===== src/sv/rgb_conv3x3_normalized_macros.svh =====
// ----------------------------------------------------------------------------
// rgb_conv3x3_normalized assertion macros
// concurrent assertion wrappers, empty when building for synthesis
// ----------------------------------------------------------------------------
`ifndef RGB_CONV3X3_NORMALIZED_MACROS_SVH
`define RGB_CONV3X3_NORMALIZED_MACROS_SVH
`ifndef SYNTHESIS
// checked outside reset
`define RCN_ASSERT(lbl, clk, rst, prop, msg) \
   lbl: assert property (@(posedge clk) disable iff (rst) prop) else $error(msg);
// checked on every edge, reset included
`define RCN_ASSERT_ALWAYS(lbl, clk, prop, msg) \
   lbl: assert property (@(posedge clk) prop) else $error(msg);
`else
`define RCN_ASSERT(lbl, clk, rst, prop, msg)
`define RCN_ASSERT_ALWAYS(lbl, clk, prop, msg)
`endif
`endif


===== src/sv/rcn_pkg.sv =====
// ----------------------------------------------------------------------------
// rcn_pkg
// shared constants, types and helpers of the 3x3 rgb filter
// ----------------------------------------------------------------------------
package rcn_pkg;
   localparam int MAX_WIDTH     = 2048;
   localparam int MAX_HEIGHT    = 4096;
   localparam int WEIGHT_BITS   = 8;
   localparam int COL_BITS      = $clog2(MAX_WIDTH);
   localparam int ROW_BITS      = $clog2(MAX_HEIGHT);
   localparam int CHAN_BITS     = 8;
   localparam int PIX_BITS      = 3 * CHAN_BITS;
   localparam int FW_BITS       = 12;
   localparam int FH_BITS       = 13;
   localparam int KROW_BITS     = 3 * WEIGHT_BITS;
   localparam int CSR_DATA_BITS = (KROW_BITS > FH_BITS) ? KROW_BITS : FH_BITS;
   localparam int CSR_ADDR_BITS = 3;
   localparam int TAPS          = 9;
   localparam int TAP_BITS      = $clog2(TAPS);
   // product of an unsigned channel and a signed weight, nine of them summed
   localparam int PROD_BITS     = CHAN_BITS + WEIGHT_BITS + 1;
   localparam int ACC_BITS      = PROD_BITS + 4;
   localparam int REM_BITS      = ACC_BITS - 1;
   localparam int FAC_BITS      = WEIGHT_BITS + 4;
   localparam int QUO_BITS      = CHAN_BITS + 1;
   localparam int STEP_BITS     = $clog2(QUO_BITS);
   localparam int QUEUE_DEPTH   = 4;
   localparam int QPTR_BITS     = $clog2(QUEUE_DEPTH);
   localparam logic [CHAN_BITS-1:0] CHAN_MAX = CHAN_BITS'(255);

   localparam logic [FW_BITS-1:0] RESET_WIDTH  = FW_BITS'(640);
   localparam logic [FH_BITS-1:0] RESET_HEIGHT = FH_BITS'(480);
   localparam logic [KROW_BITS-1:0] RESET_KTOP = KROW_BITS'(1) << (2 * WEIGHT_BITS);
   localparam logic [KROW_BITS-1:0] RESET_KMID = KROW_BITS'(1) << WEIGHT_BITS;
   localparam logic [KROW_BITS-1:0] RESET_KBOT = '0;

   typedef enum logic [CSR_ADDR_BITS-1:0] {
      CSR_FRAME_WIDTH  = 3'd0,
      CSR_FRAME_HEIGHT = 3'd1,
      CSR_KERNEL_TOP   = 3'd2,
      CSR_KERNEL_MID   = 3'd3,
      CSR_KERNEL_BOT   = 3'd4
   } csr_index_type;

   typedef struct packed {
      logic [FW_BITS-1:0]              frame_width;
      logic [FH_BITS-1:0]              frame_height;
      logic [2:0][KROW_BITS-1:0]       kernel;     // index 0 is the top row
   } cfg_type;

   // one output pixel to compute: nine window pixels, row-major from top left
   typedef struct packed {
      logic [TAPS-1:0][PIX_BITS-1:0]   pix;
      logic [COL_BITS-1:0]             col;
      logic [ROW_BITS-1:0]             row;
      logic                            done;
   } job_type;

   typedef struct packed {
      logic push;
      logic pop;
      logic full;
      logic empty;
   } qctl_type;

   function automatic logic signed [WEIGHT_BITS-1:0] weight_of(
      input logic [KROW_BITS-1:0] krow,
      input logic [1:0]           c);
      logic signed [WEIGHT_BITS-1:0] w;
      case (c)
         2'd0: w = krow[3*WEIGHT_BITS-1:2*WEIGHT_BITS];
         2'd1: w = krow[2*WEIGHT_BITS-1:WEIGHT_BITS];
         default: w = krow[WEIGHT_BITS-1:0];
      endcase
      return w;
   endfunction
endpackage


===== src/sv/rcn_back.sv =====
// ----------------------------------------------------------------------------
// rcn_back
// weighted sum over nine taps, normalizing divide, clamp and output register
// ----------------------------------------------------------------------------
module rcn_back import rcn_pkg::*; (
   input  logic                       clock,
   input  logic                       reset,
   input  logic [2:0][KROW_BITS-1:0]  kernel,
   input  logic                       q_empty,
   input  job_type                    q_job,
   output logic                       q_pop,
   output logic                       rsp_valid,
   input  logic                       rsp_ready,
   output logic [CHAN_BITS-1:0]       rsp_red,
   output logic [CHAN_BITS-1:0]       rsp_green,
   output logic [CHAN_BITS-1:0]       rsp_blue,
   output logic [COL_BITS-1:0]        rsp_col,
   output logic [ROW_BITS-1:0]        rsp_row,
   output logic                       rsp_done
);
   typedef enum logic [3:0] {
      B_IDLE = 4'b0001,
      B_MAC  = 4'b0010,
      B_DIV  = 4'b0100,
      B_DONE = 4'b1000
   } bstate_type;

   bstate_type state_ff, state_in;
   job_type    job_ff;
   logic [TAP_BITS-1:0]  tap_ff;
   logic [1:0]           r_ff, c_ff;
   logic [STEP_BITS-1:0] step_ff;
   logic signed [ACC_BITS-1:0] acc_ff [3];
   logic signed [ACC_BITS-1:0] acc_in [3];
   logic signed [FAC_BITS-1:0] fac_ff, fac_in;
   logic [FAC_BITS-2:0]        dv_ff;
   logic [REM_BITS-1:0]        rem_ff [3];
   logic [REM_BITS-1:0]        rem_in [3];
   logic [QUO_BITS-1:0]        quo_ff [3];
   logic [QUO_BITS-1:0]        quo_in [3];
   logic [REM_BITS-1:0]        trial;
   logic signed [WEIGHT_BITS-1:0] w;
   logic signed [PROD_BITS-1:0]   prod [3];
   logic [PIX_BITS-1:0]        tap_pix;
   logic                       out_load, rsp_valid_ff;
   logic [CHAN_BITS-1:0]       out_ch [3];

   assign w       = weight_of(kernel[r_ff], c_ff);
   assign tap_pix = job_ff.pix[tap_ff];
   assign trial   = REM_BITS'(dv_ff) << step_ff;
   assign q_pop   = (state_ff == B_IDLE) && !q_empty;
   assign out_load = (state_ff == B_DONE) && (!rsp_valid_ff || rsp_ready);

   always_comb begin
      fac_in = fac_ff + FAC_BITS'(w);
      for (int ch = 0; ch < 3; ch++) begin
         // channel 0 is red in the top byte
         prod[ch]   = $signed({1'b0, tap_pix[(2-ch)*CHAN_BITS +: CHAN_BITS]}) * w;
         acc_in[ch] = acc_ff[ch] + ACC_BITS'(prod[ch]);
         rem_in[ch] = rem_ff[ch];
         quo_in[ch] = quo_ff[ch];
         if (rem_ff[ch] >= trial) begin
            rem_in[ch]          = rem_ff[ch] - trial;
            quo_in[ch][step_ff] = 1'b1;
         end
         // a quotient of 256 or more saturates
         out_ch[ch] = quo_ff[ch][QUO_BITS-1] ? CHAN_MAX : quo_ff[ch][CHAN_BITS-1:0];
      end
   end

   always_comb begin
      state_in = state_ff;
      case (state_ff)
         B_IDLE: if (!q_empty) begin
            state_in = B_MAC;
         end
         B_MAC: if (tap_ff == TAP_BITS'(TAPS - 1)) begin
            state_in = B_DIV;
         end
         B_DIV: if (step_ff == '0) begin
            state_in = B_DONE;
         end
         B_DONE: if (out_load) begin
            state_in = B_IDLE;
         end
         default: state_in = B_IDLE;
      endcase
   end

   always_ff @(posedge clock) begin
      if (reset) begin
         state_ff     <= B_IDLE;
         rsp_valid_ff <= 1'b0;
      end else begin
         state_ff <= state_in;
         if (out_load) begin
            rsp_valid_ff <= 1'b1;
         end else if (rsp_ready) begin
            rsp_valid_ff <= 1'b0;
         end
      end
   end

   always_ff @(posedge clock) begin
      case (state_ff)
         B_IDLE: begin
            job_ff <= q_job;
            tap_ff <= '0;
            r_ff   <= '0;
            c_ff   <= '0;
            fac_ff <= '0;
            for (int ch = 0; ch < 3; ch++) begin
               acc_ff[ch] <= '0;
            end
         end
         B_MAC: begin
            tap_ff <= tap_ff + 1'b1;
            fac_ff <= fac_in;
            if (c_ff == 2'd2) begin
               c_ff <= '0;
               r_ff <= r_ff + 1'b1;
            end else begin
               c_ff <= c_ff + 1'b1;
            end
            for (int ch = 0; ch < 3; ch++) begin
               acc_ff[ch] <= acc_in[ch];
               // a sum at or below zero truncates to a result of zero
               rem_ff[ch] <= acc_in[ch][ACC_BITS-1] ? '0 : acc_in[ch][REM_BITS-1:0];
               quo_ff[ch] <= '0;
            end
            // divisor below one counts as one
            dv_ff   <= (fac_in[FAC_BITS-1] || fac_in == '0) ?
                       (FAC_BITS-1)'(1) : fac_in[FAC_BITS-2:0];
            step_ff <= STEP_BITS'(QUO_BITS - 1);
         end
         B_DIV: begin
            step_ff <= step_ff - 1'b1;
            for (int ch = 0; ch < 3; ch++) begin
               rem_ff[ch] <= rem_in[ch];
               quo_ff[ch] <= quo_in[ch];
            end
         end
         default: begin
         end
      endcase
      if (out_load) begin
         rsp_red   <= out_ch[0];
         rsp_green <= out_ch[1];
         rsp_blue  <= out_ch[2];
         rsp_col   <= job_ff.col;
         rsp_row   <= job_ff.row;
         rsp_done  <= job_ff.done;
      end
   end

   assign rsp_valid = rsp_valid_ff;
endmodule


===== config.mk =====
export PLATFORM = sky130hd
export DESIGN_NAME = rcn_back
export DESIGN_NICKNAME = d
export VERILOG_FILES = /design/src/sv/rgb_conv3x3_normalized_macros.svh /design/src/sv/rcn_pkg.sv /design/src/sv/rcn_back.sv
export SDC_FILE = /design/constraint.sdc
export NUM_CORES = 1
export LEC_CHECK = 0
export BUFFER_PORTS_ARGS = -buffer_cell sky130_fd_sc_hd__buf_2
export CORE_ASPECT_RATIO = 1.75
export CORE_MARGIN = 3
export CORE_UTILIZATION = 30
export DETAILED_ROUTE_END_ITERATION = 16
export HOLD_SLACK_MARGIN = 0.02
export PLACE_DENSITY_LB_ADDON = 0.12
export SYNTH_ARGS = -nofsm -noshare
export SYNTH_HDL_FRONTEND = slang
export SYNTH_SLANG_ARGS = --single-unit

===== constraint.sdc =====
create_clock -name clock -period 30.8 [get_ports clock]
set_clock_uncertainty 0.05 [all_clocks]
set_input_delay 4.62 -clock clock [delete_from_list [all_inputs] [get_ports clock]]
set_output_delay 4.62 -clock clock [all_outputs]
set_load 0.01 [all_outputs]

==> results of run 1 <==
cells by family (layout without fill, tap and decap cells):
group | Yosys count | after routing
simple gates | 690 | 690
buf+inv | 323 | 727
compound gates | 429 | 429
mux | 96 | 96
xor+xnor | 122 | 122
other cells | 0 | 10
flops | 478 | 478
fa+ha+maj | 429 | 429
how the worst max path moves through the flow:
stage,from,to,cells past startpoint
2_1_floorplan,state_ff[0]$_SDFFE_PP1P_,q_pop,3
3_3_place_gp,kernel[1],rem_ff[0][38]$_DFFE_PP_,25
3_5_place_dp,kernel[1],rem_ff[0][38]$_DFFE_PP_,25
4_1_cts,kernel[1],rem_ff[0][38]$_DFFE_PP_,25
5_1_grt,kernel[1],rem_ff[0][38]$_DFFE_PP_,25
6_report,kernel[1],rem_ff[0][38]$_DFFE_PP_,25
metal layers:
layer	track usage [%]	wire [microns]
met2	29.5	44800
met5	0	92
met1	18.0	32800
met3	3.22	4460
met4	7.60	4470
sequential cells by signal (all words and copies together) (netlist names), 11 cells and up:
| name | cells |
|---|---|
| quo_ff | 27 |
| acc_ff | 63 |
| rsp_row | 12 |
| dv_ff | 11 |
| job_ff | 240 |
| fac_ff | 12 |
| rem_ff | 60 |
| rsp_col | 11 |
stage by stage:
stage / std cells / util, % / worst slack (ns)
after CTS: 4305 / 35.3 / 19.95
after global routing: 4309 / 35.3 / 19.42
final: 4315 / 35.3 / 19.90
after floorplan: 2567 / - / 11.82
after global placement: 4218 / 33.7 / 19.35
after detailed placement: 4218 / 33.7 / 19.29
critical path: stages:
cell and delay, ns:
buf_2 0.08, nor3b_1 0.25, a21oi_1 0.10, a22oi_1 0.32, a21oi_1 0.08, a21oi_2 0.12, buf_4 0.32, inv_1 0.30
nor2_1 0.22, fa_1 0.46, fa_1 0.51, fa_1 0.57, fa_1 0.42, fa_1 0.38, ha_1 0.38, a21o_1 0.18
nand2_1 0.09, a41oi_1 0.15, a21oi_1 0.23, o21ai_1 0.13, o41ai_2 0.26, xnor2_1 0.15, buf_4 0.24, or2_0 0.41
o221ai_1 0.18
cells in the mapped netlist, drive strengths merged (49+ instances only):
master / instances / share of area, %
edfxtp: 473 / 46
ha: 272 / 11
nor2: 262 / 3.2
inv: 232 / 2.8
fa: 157 / 10
a21oi: 149 / 2.4
nand2: 144 / 1.8
o21ai: 85 / 1.4
xnor2: 73 / 2.1
clkbuf: 63 / 0.77
nor2b: 55 / 1.1
mux4: 51 / 3.7
and2: 49 / 0.99
xor2: 49 / 1.4
final cells by class:
| type | instances | area, sq um |
|---|---|---|
| fill | 10300 | 66000 |
| multi-input combinational | 1766 | 15400 |
| sequential | 478 | 14300 |
| timing repair buffer | 407 | 2140 |
| tap | 1334 | 1670 |
| clock buffer | 60 | 1320 |
| inverter | 233 | 875 |
| clock inverter | 27 | 310 |
| antenna | 10 | 25.0 |
==> flow_summary.toml, run 1 <==
[synthesis]
synth-compound-area-share_pct = 8.91
yosys-mux-area-fraction_pct = 5.22
avgSynthCellArea_sq_um = 12.0
syn-cell-area_sq_um = 30800
syn_nets = 3312
synth-edff-count = 473
synth-xor-area-share_pct = 3.49
ys_ff_latch = 478
synth_top_family_by_area = "adder cells"
ys_types = 78
syn_inst = 2567
synth_top_flop_cell = "edfxtp_1"
yosys_warnings = 0
yosysSeqAreaShare_pct = 46.4
synth-simple-area-share_pct = 10.8
async_flop_share_pct = 0
synthAdderAreaFrac_pct = 21.2

[drt]
drtIter0Drc = 898
ant_nets = 0
drcViolationCount = 0
vias = 20800
wl_per_cell_microns = 20.1
via_per_inst = 4.82
dr.pass1.iters = 4
routed_wl_microns = 86600

[setup_path]
start_kind = "input pin"
r2r_slack_ns = 22.49
cp.arrival_ns = 11.19
worstReg2RegStart = "tap_ff[0]$_SDFFCE_PN0P_"
worstSetupPathType = "input pin to flip-flop"
critPathRequiredTime_ns = 31.09
r2r_end = "rem_ff[0][18]$_DFFE_PP_"
worstRegToRegCells = 24
critPathMaxFanout = 20
endpoint_kind = "flip-flop"

[timing]
finalSetupViolations = 0
drv_slew = 0
fin_tns_setup_ns = 0
period_minus_slack_ns = 10.90
fin_crit_sh_pct = 35.4
maxSlewHeadroom_pct = 16.4
fmax_mhz = 91.7
hold_viol = 0
whs_ns = 0.364
rsz0062_at_grt = "no"
worst_slew_pin_slew_ns = 1.25

[floorplanning]
dieHeight_microns = 430
dieArea_sq_um = 107000
num_rows = 155
die_w_microns = 248
core_sq_um = 102000
io-pin-count = 366
initial_core_util_pct = 30.2

[place]
place.gp.congestion = 0.870
dp.final_hpwl_microns = 67300
post_dp_cell_area_sq_um = 34400
numPortBuffers = 365

[clocking]
cts_setup_buffers = 0
cts-htree-levels = 2
cts_buffer_depth = 3
holdBufCountCts = 0
cts_sinks = 478
clk_pin_slew_ns = 0.07
clock_latency_ns = 0.63
cts_buffers = 50
clockRootBuffer = "clkbuf_16"
ctsResizeCount = 0
cts_tree = "done"

[global_routing]
antenna_found_initial = 20
grt.overflow.total = 0
grt_max_degree = 82
grt_use_total_pct = 16.3
grt_pass1_wl_microns = 133000
grt_pass1_vias = 22700

[outcome]
outcome = "complete, no violations"

[cells_and_area]
layout_common_cells = "edfxtp_1, buf_2, ha_1, nor2_1, inv_1"
area_delta_synth_final_pct = 16.8
finalNetCount = 3681
finalInstanceArea_sq_um = 36000
drive_gt1_share_pct = 20.8
final_common_cell = "edfxtp_1"

[run]
drv_cap = 0

[min_path]
worst_hold_path.num_cells = 0
min-delay-start = "job_ff[20]$_DFFE_PP_"
hp-class = "flip-flop to flip-flop"
holdPathEnd = "rsp_col[7]$_DFFE_PP_"
Power of run 1 is not shown: default switching activity piles up to over one toggle a cycle in this logic, so the estimate is an artifact.
==> inputs of run 2 (changes only) <==
--- a/config.mk
+++ b/config.mk
@@ -5,6 +5,7 @@
 export SDC_FILE = /design/constraint.sdc
 export NUM_CORES = 1
 export LEC_CHECK = 0
+export ABC_AREA = 1
 export BUFFER_PORTS_ARGS = -buffer_cell sky130_fd_sc_hd__buf_2
 export CORE_ASPECT_RATIO = 1.75
 export CORE_MARGIN = 3
==> constraint.sdc (replaced) <==
create_clock -name clock -period 10.8 [get_ports clock]
set_clock_uncertainty 0.05 [all_clocks]
set_input_delay 1.62 -clock clock [delete_from_list [all_inputs] [get_ports clock]]
set_output_delay 1.62 -clock clock [all_outputs]
set_load 0.01 [all_outputs]
==> run 2 against run 1 <==
- worst hold slack improved by 0.0032 ns
- die area increased by 6.6%
- largest cell class unchanged
- critical endpoint is now rem_ff[0][34]$_DFFE_PP_
- highest routed layer unchanged
- routed wire length rose by 21%
- area after synthesis grew 6.8%
==> flow_summary.toml, run 2 <==
[min_path]
hp-class = "flip-flop to flip-flop"
min-delay-start = "job_ff[5]$_DFFE_PP_"

[place]
dpl_worst_slack_ns = 2.50
place.gp.congestion = 0.866
place_inst = 5278
numPortBuffers = 365
dp.final_hpwl_microns = 82200

[synthesis]
syn-cell-area_sq_um = 32900
ys_ff_latch = 478
yosys_warnings = 0
syn_nets = 4269
syn_inst = 3524
yosysTopAreaCellShare_pct = 43.1
synth_top_flop_cell = "edfxtp_1"
yosysSeqAreaShare_pct = 43.4
synth_common_cells = "nand2_1, nor2_1, edfxtp_1"
synth-edff-count = 473
async_flop_share_pct = 0
yosys.cell_count.top_type = "nand2_1"
synth_top_cell_by_area = "edfxtp_1"
ys_types = 57
synth_area_leaders = "edfxtp_1, ha_1, fa_1"
avgSynthCellArea_sq_um = 9.34

[setup_path]
critPathRequiredTime_ns = 11.13
crit_start = "tap_ff[0]$_SDFFCE_PN0P_"
cp.arrival_ns = 8.46
cpMostUsedCell = "nand2_1"
cp_slowest_cell = "clkinv_2"
worstReg2RegStart = "tap_ff[0]$_SDFFCE_PN0P_"
max_stage_delay_ns = 0.68
start_kind = "flip-flop"
worstSetupPathType = "flip-flop to flip-flop"
critPathMaxFanout = 101
endpoint_kind = "flip-flop"

[clocking]
cts_buffers = 53
holdBufCountCts = 0
cts-htree-levels = 2
clock_latency_ns = 0.66
clk_pin_slew_ns = 0.06
cts_sinks = 478
cts_buffer_depth = 3
ctsResizeCount = 0
cts_tree = "done"
cts_setup_buffers = 0
clockRootBuffer = "clkbuf_16"

[drt]
vias = 25500
dr.pass1.iters = 5
ant_nets = 0
wl_per_cell_microns = 19.5
routed_wl_microns = 105000
drtIter0Drc = 1137
drcViolationCount = 0
via_per_inst = 4.74

[timing]
period_minus_slack_ns = 8.13
drv_slew = 0
maxSlewHeadroom_pct = 27.6
finalSetupViolations = 0
fin_crit_sh_pct = 75.3
fmax_mhz = 123
fin_tns_setup_ns = 0
hold_viol = 0
worst_slew_pin_slew_ns = 1.08
setup_ws_ns = 2.67
rsz0062_at_grt = "no"

[floorplanning]
io-pin-count = 366
initial_core_util_pct = 30.3
dieHeight_microns = 444
num_rows = 160
die_w_microns = 256
dieArea_sq_um = 114000
core_sq_um = 109000

[cells_and_area]
finalNetCount = 4620
largest_register_ffs = 240
n_fill_cell = 11300
layout_common_cells = "nand2_1, nor2_1, edfxtp_1, inv_1, buf_2"
top_regs = "job_ff: 240 flops, acc_ff: 63 flops, rem_ff: 60 flops"
final_common_cell = "nand2_1"
area_delta_synth_final_pct = 15.9
fin_cells = 5381
largest_register = "job_ff"
drive_gt1_share_pct = 14.8

[global_routing]
grt_use_total_pct = 18.3
grt.overflow.total = 0
grt_pass1_wl_microns = 160000
grt_pass1_vias = 27000
antenna_found_initial = 17
grt_max_degree = 108

[run]
drv_cap = 0

[outcome]
outcome = "complete, no violations"
[run 2: changes by cell type after synthesis, sizes merged, moves of 51 or more]
cell   previous run  this run
inv             232       446
mux4             51         0
nand2           144       639
nand3            15       180
nor2            262       521
nor2b            55         0
o21ai            85       241
[run 2: area by class of cell]
type	count	area, sq um	share of cell area, %
Antenna cell	12	30.0	0.0787
Clock buffer	63	1390	3.63
Clock inverter	28	362	0.948
Inverter	449	1700	4.44
Multi-Input combinational cell	2491	16400	43.1
Sequential cell	478	14300	37.5
Tap cell	1458	1820	4.78
Timing Repair Buffer	402	2120	5.55
[run 2: critical path: cells and delay by family (launching register included)]
kind	cells	cell delay (ns)
buffers and inverters	6	1.90
and+or+nand+nor	10	1.79
DFF	1	0.37
AOI/OAI and AO/OA	4	0.94
adders and majority gates	6	2.67
[run 2: per-layer routing]
metal  routed length (microns)  global-route usage, %  share of wire (%)  up-vias
li1                          -                      -                  -    12600
met1                     38400                   18.8                 37    12200
met3                      4320                   2.93                4.1      171
met5                        41                      0              0.039        -
met4                      4820                   7.78                4.6        6
met2                     57500                   36.3                 55      554
[run 2: stage by stage]
stage | utilization [%] | hold slack (ns) | cell area [sq um]
6_report | 35.1 | 0.368 | 38200
5_1_grt | 35.1 | 0.375 | 38100
4_1_cts | 35.1 | 0.369 | 38100
3_5_place_dp | 33.5 | 0.355 | 36400
3_3_place_gp | 33.5 | 0.350 | 36400
2_1_floorplan | - | 0.350 | 32900
[run 2: worst paths after layout]
| kind | slack, ns | endpoint | depth (start not counted) |
|---|---|---|---|
| setup / recovery | 2.67 | rem_ff[0][34]$_DFFE_PP_ | 26 |
| hold / removal | 0.37 | rsp_row[4]$_DFFE_PP_ | 0 |
| setup reg to reg | 2.67 | rem_ff[0][34]$_DFFE_PP_ | 26 |
| hold reg to reg | 0.37 | rsp_row[4]$_DFFE_PP_ | 0 |
[run 2: cell families after synthesis]
logic type               after synthesis  share of synthesized area, %
multiplexers                           3                        0.0912
AO/OA/AOI/OAI                        560                          10.2
AND/OR/NAND/NOR                     1451                          18.3
adder cells (fa/ha/maj)              429                          19.9
buffers and inverters                555                          6.72
XOR/XNOR                              48                          1.28
flip-flops                           478                          43.4
Power of run 2 is left out for the same reason.
